--- src/sv/jlf_pkg.sv ---
// Jump label fixup package: widths, codes, item and control structs,
// and the countdown reload function. No dependencies.
`default_nettype none
package jlf_pkg;

  localparam int LABEL_SLOTS = 256;
  localparam int LABEL_BITS  = $clog2(LABEL_SLOTS);
  localparam int MAX_PROGRAM = 4096;
  localparam int POS_W       = 12;
  localparam int LEN_W       = 13;
  localparam int CFG_DATA_W  = 16;
  localparam int CFG_IDX_W   = 2;

  localparam logic [15:0] OP_JUMP_ALWAYS = 16'h0005;

  localparam logic [LEN_W-1:0]      LENGTH_RESET = 13'd1;
  localparam logic [15:0]           JUMP_MARKER_RESET  = 16'hffff;
  localparam logic [15:0]           LABEL_MARKER_RESET = 16'hfefe;

  localparam logic [CFG_IDX_W-1:0] REG_PROGRAM_LENGTH = 2'd0;
  localparam logic [CFG_IDX_W-1:0] REG_JUMP_MARKER    = 2'd1;
  localparam logic [CFG_IDX_W-1:0] REG_LABEL_MARKER   = 2'd2;

  typedef enum logic [2:0] {
    ST_OK         = 3'd0,
    ST_UNRESOLVED = 3'd1,
    ST_DUPLICATE  = 3'd2,
    ST_BAD_INDEX  = 3'd3,
    ST_BAD_LENGTH = 3'd4
  } status_t;

  typedef struct packed {
    logic [15:0] opcode;
    logic [7:0]  true_offset;
    logic [7:0]  false_offset;
    logic [31:0] operand_word;
  } item_t;

  typedef struct packed {
    logic [15:0]      opcode;
    logic [7:0]       true_offset;
    logic [7:0]       false_offset;
    logic [31:0]      operand_word;
    logic [POS_W-1:0] position;
    status_t          status;
    logic             program_done;
  } result_t;

  typedef struct packed {
    logic                  advance;
    logic                  restart;
    logic                  set_known;
    logic [LABEL_BITS-1:0] addr;
    logic [POS_W-1:0]      pos;
    logic                  raise;
    status_t               err;
  } update_t;

  function automatic logic length_bad(input logic [LEN_W-1:0] len);
    return (len == '0) || (32'(len) > 32'(MAX_PROGRAM));
  endfunction

  function automatic logic [POS_W-1:0] reload(input logic [LEN_W-1:0] len);
    logic [LEN_W-1:0] m;
    m = len - LEN_W'(1);
    return length_bad(len) ? '0 : m[POS_W-1:0];
  endfunction

endpackage
`default_nettype wire

--- src/sv/jlf_label_ram.sv ---
// Label position store: one write port, one registered read port.
// No dependencies.
`default_nettype none
module jlf_label_ram #(
  parameter int DEPTH  = 256,
  parameter int ADDR_W = 8,
  parameter int DATA_W = 12
) (
  input  wire logic              clk,
  input  wire logic              we,
  input  wire logic [ADDR_W-1:0] waddr,
  input  wire logic [DATA_W-1:0] wdata,
  input  wire logic [ADDR_W-1:0] raddr,
  output logic      [DATA_W-1:0] rdata
);

  logic [DATA_W-1:0] mem [DEPTH];

  always_ff @(posedge clk) begin
    if (we) begin
      mem[waddr] <= wdata;
    end
  end

  always_ff @(posedge clk) begin
    rdata <= mem[raddr];
  end

endmodule
`default_nettype wire

--- src/sv/jlf_resolve.sv ---
// Per-item fixup decision: classify the instruction, patch it and derive
// the label table and error updates. Depends on jlf_pkg.
`default_nettype none
module jlf_resolve (
  input  wire jlf_pkg::item_t                   item,
  input  wire logic [jlf_pkg::POS_W-1:0]        label_pos,
  input  wire logic                             known,
  input  wire jlf_pkg::status_t                 sticky_error,
  input  wire logic [jlf_pkg::POS_W-1:0]        countdown,
  input  wire logic [jlf_pkg::LEN_W-1:0]        program_length,
  input  wire logic [15:0]                      jump_marker,
  input  wire logic [15:0]                      label_marker,
  output jlf_pkg::result_t                      res,
  output jlf_pkg::update_t                      upd
);

  logic [15:0] pair;
  logic        is_jump;
  logic        is_label;
  logic        idx_bad;
  logic [31:0] jump_dist;

  assign pair      = {item.true_offset, item.false_offset};
  assign is_jump   = (item.opcode == jlf_pkg::OP_JUMP_ALWAYS) && (pair == jump_marker);
  assign is_label  = (item.opcode == jlf_pkg::OP_JUMP_ALWAYS) && (pair == label_marker);
  assign idx_bad   = (item.operand_word[31:jlf_pkg::LABEL_BITS] != '0);
  assign jump_dist = 32'(label_pos) - 32'(countdown) - 32'd1;

  always_comb begin
    res.opcode       = item.opcode;
    res.true_offset  = item.true_offset;
    res.false_offset = item.false_offset;
    res.operand_word = item.operand_word;
    res.position     = countdown;
    res.status       = jlf_pkg::ST_OK;
    res.program_done = (countdown == '0);

    upd.advance   = 1'b1;
    upd.restart   = (countdown == '0);
    upd.set_known = 1'b0;
    upd.addr      = item.operand_word[jlf_pkg::LABEL_BITS-1:0];
    upd.pos       = countdown;
    upd.raise     = 1'b0;
    upd.err       = jlf_pkg::ST_OK;

    if (jlf_pkg::length_bad(program_length)) begin
      res.position     = '0;
      res.status       = jlf_pkg::ST_BAD_LENGTH;
      res.program_done = 1'b0;
      upd.advance      = 1'b0;
      upd.restart      = 1'b0;
    end else if (sticky_error != jlf_pkg::ST_OK) begin
      res.status = sticky_error;
    end else if (is_jump || is_label) begin
      if (idx_bad) begin
        res.status = jlf_pkg::ST_BAD_INDEX;
      end else if (is_jump) begin
        if (!known) begin
          res.status = jlf_pkg::ST_UNRESOLVED;
        end else begin
          res.operand_word = jump_dist;
          res.true_offset  = '0;
          res.false_offset = '0;
        end
      end else if (known) begin
        res.status = jlf_pkg::ST_DUPLICATE;
      end else begin
        upd.set_known    = 1'b1;
        res.operand_word = '0;
        res.true_offset  = '0;
        res.false_offset = '0;
      end
      upd.raise = (res.status != jlf_pkg::ST_OK);
      upd.err   = res.status;
    end
  end

endmodule
`default_nettype wire

--- src/sv/jump_label_fixup.sv ---
// Jump label fixup top level: input register, label store, fixup logic
// and result register. Depends on jlf_pkg, jlf_label_ram, jlf_resolve.
//
//   channel   handshake            payload
//   input     start / busy         opcode, true_offset, false_offset, operand_word
//   result    result_valid         out_*, position, status, program_done
//   config    cfg_we               cfg_index, cfg_data
//
// One item per cycle; each item passes the input register and then the result register.
// The rate is set by the label store: one read and one write per cycle, with
// a write from the item ahead forwarded to the read of the next.
// Synchronous reset clears the label marks, the error and the countdown.
// busy stays low; results cannot be held off and show for one cycle each.
`default_nettype none
module jump_label_fixup (
  input  wire logic                              clk,
  input  wire logic                              rst,
  input  wire logic                              start,
  output logic                                   busy,
  input  wire logic [15:0]                       opcode,
  input  wire logic [7:0]                        true_offset,
  input  wire logic [7:0]                        false_offset,
  input  wire logic [31:0]                       operand_word,
  input  wire logic                              cfg_we,
  input  wire logic [jlf_pkg::CFG_IDX_W-1:0]     cfg_index,
  input  wire logic [jlf_pkg::CFG_DATA_W-1:0]    cfg_data,
  output logic                                   result_valid,
  output logic [15:0]                            out_opcode,
  output logic [7:0]                             out_true_offset,
  output logic [7:0]                             out_false_offset,
  output logic [31:0]                            out_operand_word,
  output logic [jlf_pkg::POS_W-1:0]              position,
  output logic [2:0]                             status,
  output logic                                   program_done
);

  logic [jlf_pkg::LEN_W-1:0]       program_length;
  logic [15:0]                     jump_marker;
  logic [15:0]                     label_marker;
  logic [jlf_pkg::LABEL_SLOTS-1:0] label_known;
  logic [jlf_pkg::POS_W-1:0]       countdown;
  jlf_pkg::status_t                sticky_error;

  logic                            s1_valid;
  jlf_pkg::item_t                  s1_item;
  logic                            fwd_hit;
  logic [jlf_pkg::POS_W-1:0]       fwd_pos;
  logic [jlf_pkg::POS_W-1:0]       ram_rdata;
  logic [jlf_pkg::POS_W-1:0]       label_pos;

  jlf_pkg::result_t                res;
  jlf_pkg::result_t                res_q;
  jlf_pkg::update_t                upd;
  logic                            mem_we;
  logic                            accept;
  logic [jlf_pkg::LEN_W-1:0]       new_length;

  assign busy       = 1'b0;
  assign accept     = start && !busy;
  assign mem_we     = s1_valid && upd.set_known;
  assign label_pos  = fwd_hit ? fwd_pos : ram_rdata;
  assign new_length = cfg_data[jlf_pkg::LEN_W-1:0];

  jlf_label_ram #(
    .DEPTH  (jlf_pkg::LABEL_SLOTS),
    .ADDR_W (jlf_pkg::LABEL_BITS),
    .DATA_W (jlf_pkg::POS_W)
  ) u_ram (
    .clk   (clk),
    .we    (mem_we),
    .waddr (upd.addr),
    .wdata (upd.pos),
    .raddr (operand_word[jlf_pkg::LABEL_BITS-1:0]),
    .rdata (ram_rdata)
  );

  jlf_resolve u_resolve (
    .item           (s1_item),
    .label_pos      (label_pos),
    .known          (label_known[s1_item.operand_word[jlf_pkg::LABEL_BITS-1:0]]),
    .sticky_error   (sticky_error),
    .countdown      (countdown),
    .program_length (program_length),
    .jump_marker    (jump_marker),
    .label_marker   (label_marker),
    .res            (res),
    .upd            (upd)
  );

  // input stage, store forwarding and result register
  always_ff @(posedge clk) begin
    s1_item <= '{opcode, true_offset, false_offset, operand_word};
    fwd_hit <= mem_we && (upd.addr == operand_word[jlf_pkg::LABEL_BITS-1:0]);
    fwd_pos <= upd.pos;
    res_q   <= res;
    if (rst) begin
      s1_valid     <= 1'b0;
      result_valid <= 1'b0;
    end else begin
      s1_valid     <= accept;
      result_valid <= s1_valid;
    end
  end

  // configuration and program state
  always_ff @(posedge clk) begin
    if (rst) begin
      program_length <= jlf_pkg::LENGTH_RESET;
      jump_marker    <= jlf_pkg::JUMP_MARKER_RESET;
      label_marker   <= jlf_pkg::LABEL_MARKER_RESET;
      label_known    <= '0;
      sticky_error   <= jlf_pkg::ST_OK;
      countdown      <= jlf_pkg::reload(jlf_pkg::LENGTH_RESET);
    end else if (cfg_we) begin
      case (cfg_index)
        jlf_pkg::REG_PROGRAM_LENGTH: begin
          program_length <= new_length;
          label_known    <= '0;
          sticky_error   <= jlf_pkg::ST_OK;
          countdown      <= jlf_pkg::reload(new_length);
        end
        jlf_pkg::REG_JUMP_MARKER: begin
          jump_marker <= cfg_data;
        end
        jlf_pkg::REG_LABEL_MARKER: begin
          label_marker <= cfg_data;
        end
        default: begin
        end
      endcase
    end else if (s1_valid && upd.advance) begin
      if (upd.restart) begin
        label_known  <= '0;
        sticky_error <= jlf_pkg::ST_OK;
        countdown    <= jlf_pkg::reload(program_length);
      end else begin
        countdown <= countdown - jlf_pkg::POS_W'(1);
        if (upd.set_known) begin
          label_known[upd.addr] <= 1'b1;
        end
        if (upd.raise) begin
          sticky_error <= upd.err;
        end
      end
    end
  end

  assign out_opcode       = res_q.opcode;
  assign out_true_offset  = res_q.true_offset;
  assign out_false_offset = res_q.false_offset;
  assign out_operand_word = res_q.operand_word;
  assign position         = res_q.position;
  assign status           = res_q.status;
  assign program_done     = res_q.program_done;

endmodule
`default_nettype wire
--- config.mk ---
export PLATFORM = sky130hd
export DESIGN_NAME = jump_label_fixup
export DESIGN_NICKNAME = d
export VERILOG_FILES = /design/src/sv/jlf_pkg.sv /design/src/sv/jlf_label_ram.sv /design/src/sv/jlf_resolve.sv /design/src/sv/jump_label_fixup.sv
export SDC_FILE = /design/constraint.sdc
export NUM_CORES = 2
export LEC_CHECK = 0
export BUFFER_PORTS_ARGS = -buffer_cell sky130_fd_sc_hd__buf_2
export CAP_MARGIN = 10
export CORE_UTILIZATION = 51
export DETAILED_ROUTE_END_ITERATION = 8
export PLACE_DENSITY = 0.67
export SYNTH_ARGS = -nofsm -noshare
export SYNTH_HDL_FRONTEND = slang
export SYNTH_SLANG_ARGS = --single-unit
--- constraint.sdc ---
create_clock -name clk -period 10.1 [get_ports clk]
set_input_delay 2.02 -clock clk [delete_from_list [all_inputs] [get_ports clk]]
set_output_delay 2.02 -clock clk [all_outputs]
set_load 0.005 [all_outputs]
==> run metrics <==
total number of placement rows=189; Mean Syn Cell Area=21.6 µm²; switching pwr=6.76 mW; leakage power figure=47.7 nW; count of buffers inserted at the top-level ports=166; top cells by area, synth=edfxtp_1 68%, mux4_2 18%, dfxtp_1 7.1%; yosys warns=0; Seq/Total Area, Yosys=74.8%; mapped cell area=136000 µm²; EDFF count, synth=3072; largest fanout of any net on the critical path=48; cell type contributing the most total cell area after synthesis=edfxtp_1; CORE AREA=266000 µm²; Pre-antenna DRT Iters=9; Initial Util=51.3%; number of buffers created by CTS=358; transition time of the tightest slew-check pin=1.26 ns; power density over the cells=202 nW/µm²; number of setup violations in the final report=0; class of the most critical hold timing path=reg2reg; initial antenna violation count=11; switching portion of total power=21.9%; Slew Viols, Final=0; fmax=139 MHz; peak supply drop=0.000147 V; Power Total=30.9 mW; number of nets with antenna violations after routing=0; Hold Fails Final Rpt=0; headroom to the max-slew limit=15.9%; most used flip-flop cell after synthesis=edfxtp_1; Vias per Instance=6.42; MaxCap Viol Count=0; Die H=519 µm; setup repair bufs after CTS=0; area growth from synthesis to layout=12.0%; I/O pins=168; GRT Overall Usage=24.4%; path type of the worst setup path=reg2reg; Die Outline Area=269000 µm²; FILL cells=18.9k; top cell type's share of synthesized area=67.7%; Arrival @ worst endpoint=7.68 ns; Logic pwr share=5.9%; Worst Setup Start Kind=flip-flop; CTS tree=done; maximum number of pins on one net before global-route repair=256; RSZ-0062 raised after global routing=false; hold buffers post-CTS=0; register bit count reported by yosys=3558; synth unique cells=68; CP required=10.57 ns; number of global-route vias before repair=66.1k; Resized cells post-CTS=0; setup total negative slack=0 ns; internal power consumption=24.1 mW; first-pass GRT wire length=477000 µm; synth cell count leaders=3072 x edfxtp_1, 1084 x mux4_2, 486 x dfxtp_1, 319 x nor2_1, 280 x clkbuf_1; part of the power in the clock network=41.5%; DPL Wire Length=194000 µm; DRC Markers=96; CTS H-Tree Depth=5; maximum buffer depth of the clock tree=4; outcome=complete, but fails checks; gr ovfl total=0; Flop pwr share=52.7%; routed wirelength normalized by instance count=31.6 µm; final net count=6689; Worst-Skew Late Latency=0.90 ns; Setup crit end kind=flip-flop; 1st-iter DRT viols=8022; async set-reset flop share out of synthesis=0%; clock sinks=3558; via total after detailed routing=66.8k; Routability Congestion=0.826; Root Buffer=clkbuf_16; clock-pin slew on the worst setup and hold paths=0.06 ns; violations in the final reports=design-rule violations; nets in the synthesized netlist=6412; post-layout minimum cycle time=7.21 ns; final worst-path cycle share=71.4%; largest clock skew in the final design=0.0529 ns; wire length after detailed routing=329000 µm; fraction of layout cells with a size suffix above 1=29.0%; die span in x=519 µm; cell with the most instances after synthesis=edfxtp_1; Gate Count Post-Synth=6302
==> path summary, 6_finish.rpt <==
kind / start / endpoint / slack (ns) / cells after the start
min: s1_item[56] / out_opcode[8] / 0.35 / 0
max: s1_item[0] / u_ram.mem[206][4] / 2.89 / 12
max reg2reg: s1_item[0] / u_ram.mem[206][4] / 2.89 / 12
min reg2reg: s1_item[56] / out_opcode[8] / 0.35 / 0
==> kinds of logic (layout without fill, tap and decap cells) <==
logic type / count (synthesis) / count (layout) / share of synthesized area [%]
XOR/XNOR: 85 / 85 / 0.546
other: 1 / 8 / 0.00275
multiplexers: 1099 / 1099 / 18.0
AO/OA/AOI/OAI: 430 / 430 / 2.81
AND/OR/NAND/NOR: 662 / 662 / 2.26
flip-flops: 3558 / 3558 / 74.8
buffers and inverters: 443 / 1005 / 1.34
adder cells (fa/ha/maj): 24 / 24 / 0.226
==> layout make-up <==
| class | instances | area (µm²) | share of cell area [%] |
|---|---|---|---|
| flip-flops and latches | 3558 | 102000 | 66.8 |
| clock inverters | 197 | 1680 | 1.10 |
| clock buffers | 448 | 9560 | 6.26 |
| well taps | 3533 | 4420 | 2.89 |
| repair buffers | 330 | 2320 | 1.52 |
| inverters | 30 | 113 | 0.0737 |
| diodes | 7 | 17.5 | 0.0115 |
| multi-input cells | 2301 | 32600 | 21.4 |
==> per-stage QoR <==
stage	hold WS, ns	area [µm²]	cells	setup WS (ns)	util [%]
2_1_floorplan	0.323	136000	6302	2.93	-
3_3_place_gp	0.335	141000	9737	2.91	53.2
3_5_place_dp	0.338	141000	9737	2.86	53.2
4_1_cts	0.351	153000	10382	2.83	57.5
5_1_grt	0.363	153000	10399	2.48	57.5
6_report	0.350	153000	10404	2.89	57.5
==> layer usage <==
metal  GRT usage [%]  part of all wire (%)
met1            36.2                    41
met2            38.0                    48
met3            4.04                   8.7
met4            6.05                   2.5
met5               0                 0.016
==> worst max-delay path, stage by stage (launching register included) <==
cell,delay (ns)
dfxtp_4,0.99
buf_4,0.65
mux4_2,0.59
a22o_1,0.25
a221oi_1,0.26
o22ai_1,0.15
o31ai_1,0.32
nand4_2,0.41
nor4_4,0.36
buf_4,0.37
nand3_1,0.91
buf_4,0.57
nor2_1,0.84
==> power by group through the flow <==
stage               sequential (mW)  combinational, mW  clock, mW
floorplan                      16.7              0.987          0
global placement               16.6               1.78          0
detailed placement             16.6               1.81          0
CTS                            16.3               1.82       13.0
global route                   16.3               1.90       13.5
finish                         16.3               1.81       12.8
==> placed cells by master, fill, tap and decap left out, types with 21 or more instances in the layout <==
cell       netlist  final
dfxtp_1        486    472
a32o_1         256    256
nor3_1          34     27
clkinv_2         0     69
clkbuf_16        0    365
nor4_1          28     26
edfxtp_1      3072   3072
buf_2           42    161
buf_4            4    141
bufinv_16        0     23
clkbuf_1       280     72
ha_1            23     23
xnor2_1         48     48
nor2_1         319    318
nand3_1         47     45
xor2_1          37     37
inv_1           29     29
mux4_2        1084   1084
a21oi_1         34     34
clkinv_1         1     68
and2_1          21     21
nand2_1        122    122
==> sequential cells by signal, summed over array words and instances (netlist names), 3 cells and up <==
| register | cells |
|---|---|
| position | 12 |
| out_operand_word | 32 |
| status | 3 |
| program_length | 13 |
| out_false_offset | 8 |
| label_known | 256 |
| label_marker | 16 |
| u_ram.rdata | 12 |
| fwd_pos | 12 |
| countdown | 12 |
| out_opcode | 16 |
| jump_marker | 16 |
| out_true_offset | 8 |
| u_ram.mem | 3072 |
| s1_item | 64 |
Power figures use the tool's default switching activity.
